**config.mk**
```make
export PLATFORM = sky130hd
export DESIGN_NAME = foot_height_step_schedule_top
export DESIGN_NICKNAME = d
export VERILOG_FILES = /design/src/fhss_pkg.sv /design/src/foot_height_step_schedule_top.sv /design/src/fhss_ram.sv
export SDC_FILE = /design/constraint.sdc
export NUM_CORES = 2
export LEC_CHECK = 0
export BUFFER_PORTS_ARGS = -buffer_cell sky130_fd_sc_hd__buf_2
export CAP_MARGIN = 20
export CORE_ASPECT_RATIO = 0.5
export CORE_MARGIN = 1.5
export CORE_UTILIZATION = 40
export DETAILED_ROUTE_END_ITERATION = 7
export PLACE_DENSITY = 0.65
export SLEW_MARGIN = 20
export SYNTH_ARGS = -nofsm -noshare
export SYNTH_HDL_FRONTEND = slang
export SYNTH_SLANG_ARGS = --single-unit
```
**constraint.sdc**
```tcl
create_clock -name clk -period 12.6 [get_ports clk]
set_clock_uncertainty 0.2 [all_clocks]
set_input_delay 1.89 -clock clk [delete_from_list [all_inputs] [get_ports clk]]
set_output_delay 1.89 -clock clk [all_outputs]
set_load 0.01 [all_outputs]
```
**src/fhss_pkg.sv**
```systemverilog
package fhss_pkg;

    localparam int HEIGHT_BITS    = 16;
    localparam int TABLE_ROWS     = 5;
    localparam int ROW_BITS       = (TABLE_ROWS > 1) ? $clog2(TABLE_ROWS) : 1;
    localparam int STEP_BITS      = 3;
    localparam int TOL_BITS       = HEIGHT_BITS - 1;
    localparam int CFG_INDEX_BITS = 3;
    localparam int CFG_DATA_BITS  = HEIGHT_BITS;

    typedef logic signed [HEIGHT_BITS-1:0] height_t;
    typedef logic [ROW_BITS-1:0]           row_t;
    typedef logic [STEP_BITS-1:0]          step_t;
    typedef logic [TOL_BITS-1:0]           tol_t;
    typedef logic [CFG_INDEX_BITS-1:0]     cfg_index_t;

    typedef struct packed {
        height_t hi;
        height_t lo;
    } pair_t;

    localparam int PAIR_BITS = $bits(pair_t);

    localparam cfg_index_t REG_MODE      = 3'd0;
    localparam cfg_index_t REG_UPPER     = 3'd1;
    localparam cfg_index_t REG_LOWER     = 3'd2;
    localparam cfg_index_t REG_TOLERANCE = 3'd3;
    localparam cfg_index_t REG_LAST_STEP = 3'd4;

    localparam logic    MODE_RESET      = 1'b0;
    localparam height_t UPPER_RESET     = HEIGHT_BITS'(-8500);
    localparam height_t LOWER_RESET     = HEIGHT_BITS'(-10500);
    localparam tol_t    TOLERANCE_RESET = TOL_BITS'(350);
    localparam step_t   LAST_STEP_RESET = STEP_BITS'(4);

    localparam row_t ROW_OFS_2 = ROW_BITS'(2 % TABLE_ROWS);
    localparam row_t ROW_OFS_4 = ROW_BITS'(4 % TABLE_ROWS);
    localparam row_t ROW_LAST  = ROW_BITS'(TABLE_ROWS - 1);

endpackage

```
**src/foot_height_step_schedule_top.sv**
```systemverilog
// Foot height step schedule. Each word on the item channel is one gait step with four
// terrain heights; each is snapped to the target bound when closer than the tolerance,
// then clamped, and written into a ring table of TABLE_ROWS rows held in two RAMs of
// TABLE_ROWS entries (one for feet 0/3, one for feet 1/4; feet 2/5 always show the
// current step). Each item goes through a stage register and the output register; a new
// item is taken every cycle while the result side keeps up: each RAM does one write and
// one read per item. Refills (reset, mode write, end of run) take effect at once through
// per-row valid bits and a captured fill height, so there is no clearing pass.
module foot_height_step_schedule_top
    import fhss_pkg::*;
(
    input  logic        clk,
    input  logic        rst_n,
    input  logic        item_valid,
    output logic        item_stall,
    input  height_t     height_a,
    input  height_t     height_b,
    input  height_t     height_c,
    input  height_t     height_d,
    output logic        result_valid,
    input  logic        result_stall,
    output height_t     foot_0,
    output height_t     foot_1,
    output height_t     foot_2,
    output height_t     foot_3,
    output height_t     foot_4,
    output height_t     foot_5,
    output step_t       step_number,
    output logic        run_done,
    output height_t     clamped_a,
    output height_t     clamped_b,
    output height_t     clamped_c,
    output height_t     clamped_d,
    input  logic        cfg_valid,
    output logic        cfg_ready,
    input  cfg_index_t  cfg_index,
    input  logic [CFG_DATA_BITS-1:0] cfg_data
);

    function automatic height_t shape(height_t h, logic m, height_t up, height_t lo,
                                      tol_t tol);
        logic signed [HEIGHT_BITS:0] d;
        logic [HEIGHT_BITS:0]        mag;
        height_t                     tgt;
        height_t                     v;
        tgt = m ? lo : up;
        d   = {h[HEIGHT_BITS-1], h} - {tgt[HEIGHT_BITS-1], tgt};
        mag = d[HEIGHT_BITS] ? -d : d;
        v   = (mag < (HEIGHT_BITS+1)'(tol)) ? tgt : h;
        if (!m)
        begin
            if (v > up) v = up;
            if (v < lo) v = lo;
        end
        else
        begin
            if (v < lo) v = lo;
            if (v > up) v = up;
        end
        return v;
    endfunction

    logic                  mode_reg;
    height_t               upper_reg;
    height_t               lower_reg;
    tol_t                  tol_reg;
    step_t                 last_reg;
    step_t                 step_reg, step_next;
    row_t                  r0_reg, r0_next;
    row_t                  r2_reg, r2_next;
    row_t                  r4_reg, r4_next;
    height_t               fill_reg, fill_next;
    logic [TABLE_ROWS-1:0] valid_a_reg, valid_a_next;
    logic [TABLE_ROWS-1:0] valid_b_reg, valid_b_next;

    logic                  s1_valid_reg, s1_valid_next;
    height_t               s1_c_reg [4];
    step_t                 s1_step_reg;
    logic                  s1_done_reg;
    height_t               s1_fill_reg;
    logic                  s1_va_reg;
    logic                  s1_vb_reg;
    logic                  s1_fwd_a_reg;
    logic                  s1_fwd_b_reg;

    logic                  out_valid_reg, out_valid_next;
    height_t               foot_reg [6];
    step_t                 step_out_reg;
    logic                  done_out_reg;
    height_t               clamped_reg [4];

    logic                  accept;
    logic                  move;
    logic                  cfg_accept;
    logic                  done;
    height_t               c [4];
    pair_t                 rd_a;
    pair_t                 rd_b;

    assign cfg_ready  = 1'b1;
    assign cfg_accept = cfg_valid && cfg_ready;

    assign move       = s1_valid_reg && (!out_valid_reg || !result_stall);
    assign item_stall = s1_valid_reg && !move;
    assign accept     = item_valid && !item_stall;
    assign done       = (step_reg == last_reg);

    assign c[0] = shape(height_a, mode_reg, upper_reg, lower_reg, tol_reg);
    assign c[1] = shape(height_b, mode_reg, upper_reg, lower_reg, tol_reg);
    assign c[2] = shape(height_c, mode_reg, upper_reg, lower_reg, tol_reg);
    assign c[3] = shape(height_d, mode_reg, upper_reg, lower_reg, tol_reg);

    fhss_ram #(.WIDTH(PAIR_BITS), .DEPTH(TABLE_ROWS)) u_ram_a (
        .clk     (clk),
        .wr_en   (accept),
        .wr_addr (r4_reg),
        .wr_data ({c[3], c[1]}),
        .rd_en   (accept),
        .rd_addr (r0_reg),
        .rd_data (rd_a)
    );

    fhss_ram #(.WIDTH(PAIR_BITS), .DEPTH(TABLE_ROWS)) u_ram_b (
        .clk     (clk),
        .wr_en   (accept),
        .wr_addr (r2_reg),
        .wr_data ({c[2], c[0]}),
        .rd_en   (accept),
        .rd_addr (r0_reg),
        .rd_data (rd_b)
    );

    always_comb
    begin
        step_next    = step_reg;
        r0_next      = r0_reg;
        r2_next      = r2_reg;
        r4_next      = r4_reg;
        fill_next    = fill_reg;
        valid_a_next = valid_a_reg;
        valid_b_next = valid_b_reg;
        if (cfg_accept && (cfg_index == REG_MODE))
        begin
            fill_next    = cfg_data[0] ? upper_reg : lower_reg;
            valid_a_next = '0;
            valid_b_next = '0;
        end
        if (accept)
        begin
            step_next = done ? '0 : step_reg + STEP_BITS'(1);
            if (step_next == '0)
            begin
                r0_next = '0;
                r2_next = ROW_OFS_2;
                r4_next = ROW_OFS_4;
            end
            else
            begin
                r0_next = (r0_reg == ROW_LAST) ? '0 : r0_reg + ROW_BITS'(1);
                r2_next = (r2_reg == ROW_LAST) ? '0 : r2_reg + ROW_BITS'(1);
                r4_next = (r4_reg == ROW_LAST) ? '0 : r4_reg + ROW_BITS'(1);
            end
            if (done)
            begin
                fill_next    = mode_reg ? upper_reg : lower_reg;
                valid_a_next = '0;
                valid_b_next = '0;
            end
            else
            begin
                valid_a_next[r4_reg] = 1'b1;
                valid_b_next[r2_reg] = 1'b1;
            end
        end
    end

    always_comb
    begin
        s1_valid_next = s1_valid_reg;
        if (accept)
        begin
            s1_valid_next = 1'b1;
        end
        else if (move)
        begin
            s1_valid_next = 1'b0;
        end
        out_valid_next = out_valid_reg;
        if (move)
        begin
            out_valid_next = 1'b1;
        end
        else if (!result_stall)
        begin
            out_valid_next = 1'b0;
        end
    end

    always_ff @(posedge clk or negedge rst_n)
    begin
        if (!rst_n)
        begin
            mode_reg      <= MODE_RESET;
            upper_reg     <= UPPER_RESET;
            lower_reg     <= LOWER_RESET;
            tol_reg       <= TOLERANCE_RESET;
            last_reg      <= LAST_STEP_RESET;
            step_reg      <= '0;
            r0_reg        <= '0;
            r2_reg        <= ROW_OFS_2;
            r4_reg        <= ROW_OFS_4;
            fill_reg      <= MODE_RESET ? UPPER_RESET : LOWER_RESET;
            valid_a_reg   <= '0;
            valid_b_reg   <= '0;
            s1_valid_reg  <= 1'b0;
            out_valid_reg <= 1'b0;
        end
        else
        begin
            if (cfg_accept)
            begin
                unique case (cfg_index)
                    REG_MODE:      mode_reg  <= cfg_data[0];
                    REG_UPPER:     upper_reg <= height_t'(cfg_data);
                    REG_LOWER:     lower_reg <= height_t'(cfg_data);
                    REG_TOLERANCE: tol_reg   <= cfg_data[TOL_BITS-1:0];
                    REG_LAST_STEP: last_reg  <= cfg_data[STEP_BITS-1:0];
                    default: ;
                endcase
            end
            step_reg      <= step_next;
            r0_reg        <= r0_next;
            r2_reg        <= r2_next;
            r4_reg        <= r4_next;
            fill_reg      <= fill_next;
            valid_a_reg   <= valid_a_next;
            valid_b_reg   <= valid_b_next;
            s1_valid_reg  <= s1_valid_next;
            out_valid_reg <= out_valid_next;
        end
    end

    always_ff @(posedge clk)
    begin
        if (accept)
        begin
            for (int i = 0; i < 4; i++)
            begin
                s1_c_reg[i] <= c[i];
            end
            s1_step_reg  <= step_reg;
            s1_done_reg  <= done;
            s1_fill_reg  <= fill_reg;
            s1_va_reg    <= valid_a_reg[r0_reg];
            s1_vb_reg    <= valid_b_reg[r0_reg];
            s1_fwd_a_reg <= (r4_reg == r0_reg);
            s1_fwd_b_reg <= (r2_reg == r0_reg);
        end
        if (move)
        begin
            foot_reg[0]  <= s1_fwd_a_reg ? s1_c_reg[1] : (s1_va_reg ? rd_a.lo : s1_fill_reg);
            foot_reg[3]  <= s1_fwd_a_reg ? s1_c_reg[3] : (s1_va_reg ? rd_a.hi : s1_fill_reg);
            foot_reg[1]  <= s1_fwd_b_reg ? s1_c_reg[0] : (s1_vb_reg ? rd_b.lo : s1_fill_reg);
            foot_reg[4]  <= s1_fwd_b_reg ? s1_c_reg[2] : (s1_vb_reg ? rd_b.hi : s1_fill_reg);
            foot_reg[2]  <= s1_c_reg[1];
            foot_reg[5]  <= s1_c_reg[3];
            step_out_reg <= s1_step_reg;
            done_out_reg <= s1_done_reg;
            for (int i = 0; i < 4; i++)
            begin
                clamped_reg[i] <= s1_c_reg[i];
            end
        end
    end

    assign result_valid = out_valid_reg;
    assign foot_0       = foot_reg[0];
    assign foot_1       = foot_reg[1];
    assign foot_2       = foot_reg[2];
    assign foot_3       = foot_reg[3];
    assign foot_4       = foot_reg[4];
    assign foot_5       = foot_reg[5];
    assign step_number  = step_out_reg;
    assign run_done     = done_out_reg;
    assign clamped_a    = clamped_reg[0];
    assign clamped_b    = clamped_reg[1];
    assign clamped_c    = clamped_reg[2];
    assign clamped_d    = clamped_reg[3];

endmodule

```
**src/fhss_ram.sv**
```systemverilog
module fhss_ram #(
    parameter int WIDTH = 32,
    parameter int DEPTH = 8,
    localparam int AW = (DEPTH > 1) ? $clog2(DEPTH) : 1
) (
    input  logic             clk,
    input  logic             wr_en,
    input  logic [AW-1:0]    wr_addr,
    input  logic [WIDTH-1:0] wr_data,
    input  logic             rd_en,
    input  logic [AW-1:0]    rd_addr,
    output logic [WIDTH-1:0] rd_data
);

    logic [WIDTH-1:0] mem [DEPTH];
    logic [WIDTH-1:0] rd_data_reg;

    always_ff @(posedge clk)
    begin
        if (wr_en)
        begin
            mem[wr_addr] <= wr_data;
        end
        if (rd_en)
        begin
            rd_data_reg <= mem[rd_addr];
        end
    end

    assign rd_data = rd_data_reg;

endmodule

```
* Word level (Yosys, flattened, before mapping) *
Memories as Yosys holds them, arrays and structs flattened. A register that Yosys moved wholly into a read port is not among the register bits.
Index checks and enable logic that the tools add are counted.
Widths: inputs -> output; s select.

storage, ports and cells
  register bits after elaboration = 119
  bits in latches = 0
  bits in writable memories = 544
  bits in read-only memories = 0
  output and inout port bits = 167
  memories = 5

operators by class
  add/subtract/negate cells = 12
  $mul = 0
  div/mod/pow operators = 0
  order comparisons = 25
  equality and inequality tests = 11
  shift operators = 0
  multiplexer cells = 79
  bitwise logic cells = 2
  reduce and logical (&&, ||, !) cells = 19

memory list
  name         depth  width  rd ports  clocked after memory_dff  wr ports  line                                 text
  u_ram_a.mem  5      32     1         1                         1         fhss_ram.sv:15                       logic [WIDTH-1:0] mem [DEPTH];
  u_ram_b.mem  5      32     1         1                         1         fhss_ram.sv:15
  foot_reg     6      16     6         0                         6         foot_height_step_schedule_top.sv:87  height_t foot_reg [6];
  clamped_reg  4      16     4         0                         4         foot_height_step_schedule_top.sv:90  height_t clamped_reg [4];
  s1_c_reg     4      16     4         0                         4         foot_height_step_schedule_top.sv:77  height_t s1_c_reg [4];

operator list
  cell                 count
  $mux 16              46
  $gt 16x16->1         8
  $lt 16x16->1         8
  $lt 17x15->1         4
  $mux 17              4
  $neg 17->17          4
  $sub 16x16->17       4
  $mux 5               6
  $mux 3               7
  $add 3x1->3 const B  4
  $eq 3x3->1 const B   4
  $lt 3x4->1 const B   3
  $mux 1               12
  $or 5x5->5           2
  $reduce_and 2->1     5
  $eq 3x3->1           3
  $bmux 1 s3           2
  $demux 1 s3          2
  $eq 3x2->1 const B   2
  $ge 3x1->1 const B   2
  $logic_and 1x1->1    6
  $logic_not 3->1      2
  $logic_not 1->1      4
  $eq 3x1->1 const B   1
  3 further kinds      3

* Longest topological paths before layout *
  depth in word-level cells = 12
  gate-level depth with buffers = 57
  mapped depth without buffers = 50

* Modules after synthesis *
Synthesis repeated with hierarchy kept, for this count alone.

unflattened totals
  cells, all modules = 3931
  area, all modules = 43795.8 um2

modules (own cells, without submodules)
  module                         instances  cells an instance  area an instance (um2)
  foot_height_step_schedule_top  1          3169               29334.4
  fhss_ram                       2          381                7230.7

* Worst setup path after synthesis *
OpenSTA, ideal clock, no wires.

  path kind = in2reg
  start = input result_stall
  end = memory clamped_reg[0][0] (netlist bit), enable pin
  library setup time = 0.823 ns
  data arrival time = 11.429 ns
  data required time = 11.577 ns
  setup slack = 0.148 ns
  cell stages on the path = 1
  buffers on the path = 0
  path through = a21boi_0

RTL lines
  element      line                                 text
  from (decl)  foot_height_step_schedule_top.sv:21  input logic result_stall,
  to (decl)    foot_height_step_schedule_top.sv:90

==> metrics <==
Final Hold Viols=0; synth unique cells=102; Post-synth top flop=edfxtp_1; Die ar.=110,800 um^2; PortBufs=253; clk sinks=695; number of global-route vias before repair=31,768; worst path required time=between 10,000 and 15,000 ps; asr flop ratio synth=13.09%; CTS tree=done; # IOs=255; CP peak stage delay=830 ps; Post-CTS Setup Repair Bufs=0; Final TNS setup=0 ps; fin cells=5,631; Gate Count Post-Synth=3,828; fin area=49,490 um^2; nets=4,610; CP max stage cell=dfstp_2; YS warnings=0; Post-DP Area=47,280 um^2; worst slew pin tran=1105 ps; CP Max Fanout=18; Area growth syn-to-layout=13.81%; Avg Cell Area, Syn=11.36 um^2; Pins Over Slew Limit=0; root buffer cell=clkbuf_16; Placed Instances=5,505; clk_lat worst skew=660 ps; number of synthesized flops with an enable pin=between 600 and 700; Total Routed Length=148,800 um; type of the worst setup path=flip-flop to flip-flop; total CTS buffers=66; largest net degree at the start of global routing=81; Synth Register Bits=approximately 700; Die X=469.3 um; most frequent CP cell=buf_4; Hold Crit Class=flip-flop to flip-flop; total vias in the final route=about 34,000; Die Span Y=236.1 um; unrepaired setup endpoints after global routing=no; startpoint types=flip-flop; Final Cycle Share=95.54%; CP endpoint kind=flip-flop; Slew headroom=26.07%; outcome=finished, final reports clean; Post-Syn Nets=about 4,300; Antenna Nets Post-Route=0; dpl hpwl=approximately 110,000 um; # rows=85; GPL Wtd Cong=0.9901; global-route wire length before repair=214,700 um; critical path arrival=roughly 12,000 ps; Seq/Total Area, Yosys=47.07%; Global Route Usage Sum=about a quarter; H-tree depth=3; initial core utilization=40.40%; max-capacitance violation count=0; clock buffer depth=3; drt wl/cell=26.43 um; post-synthesis cell area=43,480 um^2; drt pass-1 iters=6; Reg clk slew, reported paths=60 ps; grt ovf=0; Post-route DRC=0; Final setup viols=0; initial antenna violation count=8; vias per cell=5.995; fin util=45.98%; share of cells above drive strength 1=22.02%; Peak Freq=83.07 MHz; DRT iter0 DRCs=around 3,800; hold buffers post-CTS=0; fin crit period=12,040 ps; Core Area=107,600 um^2
[cells in the mapped netlist (all sizes together), types with 64 or more instances]
master,number,area share [%]
a21o,72,1.2
a21oi,248,2.9
buf,87,1.3
clkbuf,140,1.2
edfxtp,604,42
ha,379,11
inv,136,1.2
mux2,192,5.0
mux2i,145,3.3
mux4,64,3.3
nand2,297,2.6
nand3,67,0.81
nor2,187,1.6
nor2b,83,1.2
o21ai,312,3.6
[critical path: cells and delay by family (launching register included)]
| kind | cells | cell delay, ps |
|---|---|---|
| AOI/OAI and AO/OA | 24 | 4440 |
| muxes | 4 | 1390 |
| DFF | 1 | 830 |
| adders and majority gates | 4 | 1320 |
| and+or+nand+nor | 8 | 1320 |
| xor gates and xnor gates | 1 | 220 |
| buffers and inverters | 8 | 2090 |
[cells by family after synthesis]
kind of cell | Yosys count | synth area share [%]
mux | 401 | 11.63
simple gates | 908 | 10.23
fa+ha+maj | 383 | 11.09
compound gates | 983 | 14.37
xor+xnor | 94 | 1.928
buf+inv | 363 | 3.666
flops | 695 | 47.07
other cells | 1 | 0.008625
[placed cells by master, fill, tap and decap left out, types with 135 or more instances in the layout]
cell | synthesis | final
buf_2 | 26 | 252
nand2_1 | 297 | 297
a21oi_1 | 248 | 246
edfxtp_1 | 604 | 604
inv_1 | 136 | 135
mux2i_1 | 145 | 144
ha_1 | 379 | 379
nor2_1 | 187 | 186
mux2_2 | 190 | 190
o21ai_0 | 305 | 299
buf_4 | 40 | 211
[metal layers]
metal / GRT usage (%) / up-vias / part of all wire, %
met5: 0 / - / 0.054
met4: 10.17 / 6 / 4.2
met3: 3.888 / 279 / 7.8
met2: 39.64 / 1577 / 44
met1: 37.50 / 16666 / 44
li1: - / 15232 / -
[timing repair]
item,CTS,global route
endpoints found under the hold margin,0,0
resized for setup,0,10
endpoints found under the setup margin,0,258
[stage by stage]
stage | worst slack [ps] | hold WS (ps)
3_5_place_dp | 137.6 | 205.4
5_1_grt | 4.173 | 228.1
4_1_cts | 193.2 | 222.4
2_1_floorplan | 147.7 | 200.3
3_3_place_gp | 200.4 | 212.3
6_report | 562.3 | 221.0
[final timing paths]
path	startpoint	cells after the start	end	slack [ps]
min in group asynchronous	rst_n	1	tol_reg[13]	900
hold / removal	s1_done_reg	0	run_done	220
max in group asynchronous	rst_n	2	r0_reg[2]	9850
hold reg to reg	s1_done_reg	0	run_done	220
setup reg to reg	lower_reg[9]	49	u_ram_b.mem[4][0]	560
setup / recovery	lower_reg[9]	49	u_ram_b.mem[4][0]	560
[layout make-up]
| class | instances | area [um^2] |
|---|---|---|
| fillers | 9743 | 58140 |
| multi-input cells | 2770 | 21560 |
| flip-flops and latches | 695 | 20480 |
| repair buffers | 470 | 2985 |
| well taps | 1435 | 1795 |
| clock buffers | 86 | 1778 |
| inverters | 136 | 515.5 |
| clock inverters | 35 | 362.8 |
| diodes | 4 | 10.01 |
Power is left out: the tool's default activity adds up to more than one toggle a clock period on the data nets, which glitch-free logic cannot reach.
